[config.mk]
export PLATFORM = sky130hd
export DESIGN_NAME = pizhst_mac
export DESIGN_NICKNAME = d
export VERILOG_FILES = /design/src/sv/pizhst_pkg.sv /design/src/sv/pizhst_mac.sv
export SDC_FILE = /design/constraint.sdc
export NUM_CORES = 2
export LEC_CHECK = 0
export BUFFER_PORTS_ARGS = -buffer_cell sky130_fd_sc_hd__buf_2
export CORE_ASPECT_RATIO = 1.25
export CORE_UTILIZATION = 65
export CTS_BUF_LIST = sky130_fd_sc_hd__clkbuf_16
export DETAILED_ROUTE_END_ITERATION = 8
export PLACE_DENSITY_LB_ADDON = 0.12
export SYNTH_ARGS = -nofsm -noshare
export SYNTH_HDL_FRONTEND = slang
export SYNTH_SLANG_ARGS = --single-unit
[constraint.sdc]
create_clock -name i_clk -period 8.7 [get_ports i_clk]
set_input_delay 0.435 -clock i_clk [delete_from_list [all_inputs] [get_ports i_clk]]
set_output_delay 0.435 -clock i_clk [all_outputs]
set_load 0.05 [all_outputs]
[src/sv/pizhst_pkg.sv]
// Shared types and constants for the point-in-zone half-space test block.
// Used by pizhst_mac and point_in_zone_halfspace_test_top; no dependencies.
`default_nettype none

package pizhst_pkg;

    localparam int MAX_NORMALS = 32;
    localparam int COORD_BITS  = 18;

    // configuration register widths and reset values
    localparam int R2_W  = 36;
    localparam int TOL_W = 16;
    localparam logic [R2_W-1:0]  R2_RESET  = {R2_W{1'b1}};
    localparam logic [TOL_W-1:0] TOL_RESET = TOL_W'(7);

    // configuration port
    localparam int CFG_IDX_W  = 8;
    localparam int CFG_DATA_W = R2_W;
    localparam logic [CFG_IDX_W-1:0] REG_SPHERE_R2 = CFG_IDX_W'(0);
    localparam logic [CFG_IDX_W-1:0] REG_TOLERANCE = CFG_IDX_W'(1);

    // Q1.16 scale factors: 1.0 and 0.5
    localparam int SC_W = TOL_W + 1;
    localparam logic [SC_W-1:0] SCALE_ONE  = SC_W'(65536);
    localparam logic [SC_W-1:0] SCALE_HALF = SC_W'(32768);
    localparam int FRAC_SHIFT = 16;

    // table sizing
    localparam int IDX_W = $clog2(MAX_NORMALS);
    localparam int CNT_W = $clog2(MAX_NORMALS + 1);

    // arithmetic widths
    localparam int LEN_W  = 2 * COORD_BITS;          // squared length / |dot|
    localparam int ACC_W  = 2 * COORD_BITS + 1;      // signed dot accumulator
    localparam int MA_W   = ((LEN_W > R2_W) ? LEN_W : R2_W) + 1;
    localparam int MB_W   = (COORD_BITS > SC_W + 1) ? COORD_BITS : SC_W + 1;
    localparam int PROD_W = MA_W + MB_W;

    // stream widths
    localparam int TDATA_IN_W  = ((3 * COORD_BITS + 7) / 8) * 8;
    localparam int TUSER_IN_W  = 2;
    localparam int TDATA_OUT_W = 8;

    // per-pass step counter: three coordinate products, one scaled bound,
    // then the compare
    localparam int PH_W = 3;
    localparam logic [PH_W-1:0] PH_X     = PH_W'(0);
    localparam logic [PH_W-1:0] PH_Y     = PH_W'(1);
    localparam logic [PH_W-1:0] PH_Z     = PH_W'(2);
    localparam logic [PH_W-1:0] PH_SCALE = PH_W'(3);
    localparam logic [PH_W-1:0] PH_CMP   = PH_W'(4);

    typedef enum logic [1:0] {
        REQ_CLEAR = 2'd0,
        REQ_LOAD  = 2'd1,
        REQ_QUERY = 2'd2,
        REQ_NONE  = 2'd3
    } t_req;

    typedef enum logic [1:0] {
        CAUSE_NONE   = 2'd0,
        CAUSE_SPHERE = 2'd1,
        CAUSE_PLANE  = 2'd2
    } t_cause;

    typedef struct packed {
        logic signed [COORD_BITS-1:0] z;
        logic signed [COORD_BITS-1:0] y;
        logic signed [COORD_BITS-1:0] x;
    } t_vec;

    typedef struct packed {
        logic [LEN_W-1:0] len_sq;
        t_vec             n;
    } t_entry;

    typedef struct packed {
        logic acc_clr;
        logic acc_add;
    } t_mac_ctrl;

endpackage

`default_nettype wire

[src/sv/pizhst_mac.sv]
// Shared multiply-accumulate unit with the scaled magnitude compare.
// Depends on pizhst_pkg for widths and the control struct.
`default_nettype none

module pizhst_mac
    import pizhst_pkg::*;
(
    input  wire logic                     i_clk,
    input  wire t_mac_ctrl                i_ctrl,
    input  wire logic signed [MA_W-1:0]   i_opa,
    input  wire logic signed [MB_W-1:0]   i_opb,
    output logic             [LEN_W-1:0]  o_len,
    output logic                          o_gt
);

    logic signed [PROD_W-1:0] r_prod;
    logic signed [ACC_W-1:0]  r_acc;
    logic signed [ACC_W-1:0]  n_acc;
    logic        [ACC_W-1:0]  acc_abs;
    logic        [PROD_W-1:0] lhs;

    always_comb begin
        n_acc = r_acc;
        if (i_ctrl.acc_clr) begin
            n_acc = '0;
        end else if (i_ctrl.acc_add) begin
            n_acc = r_acc + r_prod[ACC_W-1:0];
        end
    end

    always_ff @(posedge i_clk) begin
        r_prod <= i_opa * i_opb;
        r_acc  <= n_acc;
    end

    // |acc| * 1.0 against the scaled bound left in the product register
    assign acc_abs = r_acc[ACC_W-1] ? ACC_W'(-r_acc) : ACC_W'(r_acc);
    assign lhs     = PROD_W'(acc_abs[LEN_W-1:0]) << FRAC_SHIFT;
    assign o_gt    = lhs > $unsigned(r_prod);
    assign o_len   = r_acc[LEN_W-1:0];

endmodule

`default_nettype wire

==> run metrics <==
Post-synth EDFFs 0; via count about 22k; synth warn 0; vias per inst 5.79; final setup fails 0; global-route wire length before repair around 120000 µm; initial antenna violation count 4; max frequency ~140 MHz; predominant post-synthesis flop cell dfxtp_1; largest net degree at the start of global routing 48; hold wc startpoint r_acc[35]; worst-case clock buffer depth 2; DRC violations left 0; Post-Synthesis Cells 3278; Critical Path RT 8980 ps; Core Util, Final 0.677; CTS sink cnt 92; cts repair resizes 0; HP Class reg2reg; CTS clk-pin slew, worst paths 70 ps; Slew Limit Headroom 0.274; clock latency on the worst-skew pair 350 ps; status finished, final reports clean; fin crit share 0.832; crit path from i_opb[3]; Std-Cell Rows 85; GPL Wtd Cong 0.937; Post-Syn Nets 4174; Reg2Reg Depth 12; # Post-CTS Setup Buffers 0; pins over their slew limit 0; most frequent cells in the layout inv_1, fa_1, nand2_1; Mapped Area 0.0286 mm²; crit start category primary input; syn_area_per_cell 8.72 µm²; post-DP HPWL 58600 µm; Worst Clk Skew 9.27 ps; min Tclk post-route 7240 ps; area of the core ~0.043 mm²; root buf cell clkbuf_16; #FFs+latches synth 92; total of max-cap violations 0; cts bufs inserted 9; GRT Overall Usage 0.351; Wirelength per Cell 19.7 µm; Hold Path Cell Cnt 2; async set-reset flop share out of synthesis 0; Port Buf Inserts 94; final antenna-violating net count 0; DR pass1 iterations 7; number of distinct library cells after synthesis 61; CTS H-tree lvls 3; Die H 236 µm; CTS tree built; Worst Max-Slew Pin Slew 1090 ps; hold-fix buffers at CTS 0; RSZ-0062 raised after global routing false; final net count 4090; crit path max fanout 37; area grow syn2layout 2.32%; setup TNS 0 ps; IO Count 95; commonest non-fill, non-tap cell in the layout inv_1; Die W 190 µm; CP endpoint kind flip-flop; arrival time at the worst endpoint ~7500 ps; register area share after synthesis 0.0644; vias in the first global route 24.1k; Initial DRC Count 1345; gr ovfl total 0; worst r2r src r_acc[0]; layout cells sized above 1 0.0419; die area 0.0448 mm²; Setup Crit Path Kind in2reg; WL final approximately 74000 µm; Initial Util 0.662; Hold Vio Cnt, Final 0
metal layers:
layer,share of wire,GRT usage
met5,0,0
met3,0.060,0.0368
met1,0.34,0.389
met4,0.077,0.235
met2,0.52,0.630
critical path, stage by stage:
cell and delay, ps:
buf_2 760, nand2_1 180, fa_1 580, inv_1 60, fa_1 520, inv_1 50, fa_1 490, inv_1 50
fa_1 490, fa_1 530, inv_1 60, fa_1 470, inv_1 40, ha_1 360, nand3_1 120, or3_1 400
o31ai_1 620, a211oi_1 240, o21ai_0 470, a21oi_1 180, o21ai_0 230, xor2_1 150
sequential cells by signal (all words and copies together), names as in the netlist:
name,count
r_acc,37
r_prod,55
logic make-up (layout without fill, tap and decap cells):
family	after synthesis	in the layout	synth area share
buffers and inverters	964	885	0.131
AND/OR/NAND/NOR	914	914	0.150
adder cells (fa/ha/maj)	838	838	0.533
AO/OA/AOI/OAI	325	325	0.0752
XOR/XNOR	118	118	0.0362
flip-flops	92	92	0.0644
multiplexers	27	27	0.00946
other	0	6	0
final timing paths:
path,slack (ps),end
worst min-delay path,570,r_acc[35]
worst max register to register,5080,r_acc[32]
worst min register to register,570,r_acc[35]
worst max-delay path,1460,r_prod[48]
synth_stat cells, types with 3 or more instances:
cell,instances,area share
a2111oi_0,3,0.00092
a211o_1,4,0.0012
a211oi_1,12,0.0032
a21o_1,73,0.019
a21oi_1,81,0.014
a221oi_1,4,0.0012
a31oi_1,9,0.0020
and2_1,196,0.043
and3_1,8,0.0018
buf_1,4,0.00053
buf_4,36,0.0095
clkbuf_1,154,0.020
dfxtp_1,92,0.064
fa_1,634,0.44
ha_1,204,0.089
inv_1,769,0.10
mux2i_1,27,0.0095
nand2_1,483,0.063
nand2b_1,29,0.0063
nand3_1,22,0.0039
nand3b_1,3,0.00079
nand4_1,15,0.0033
nor2_1,96,0.013
nor2b_1,16,0.0035
nor3_1,9,0.0016
nor4_1,8,0.0018
o2111ai_1,3,0.00092
o21a_1,13,0.0034
o21ai_0,64,0.011
o21bai_1,10,0.0026
o22ai_1,4,0.00088
o311ai_0,3,0.00092
o31a_1,3,0.00092
o31ai_1,16,0.0042
o31ai_2,3,0.0013
o41ai_1,3,0.00092
or3_1,13,0.0028
or3_4,3,0.0012
or4_4,4,0.0016
xnor2_1,89,0.027
xor2_1,29,0.0089
stage by stage:
step | hold WS (ps) | instance area, µm² | worst slack, ps | cells
4_1_cts | 568 | 29200 | 1520 | 3764
3_3_place_gp | 543 | 28900 | 1330 | 3748
6_report | 566 | 29200 | 1460 | 3770
3_5_place_dp | 545 | 28900 | 1180 | 3748
2_1_floorplan | 494 | 28600 | 2230 | 3278
5_1_grt | 585 | 29200 | 1050 | 3768
area by class of cell:
type	instances	area, µm²
multi-input combinational	2222	23000
fill	3620	13900
inverter	770	2890
sequential	92	1840
tap	565	707
timing repair buffer	99	508
clock buffer	9	225
clock inverter	7	70.1
antenna	6	15.0
Power is left out: the tool's default activity adds up to more than one toggle a clock period on the data nets, which glitch-free logic cannot reach.
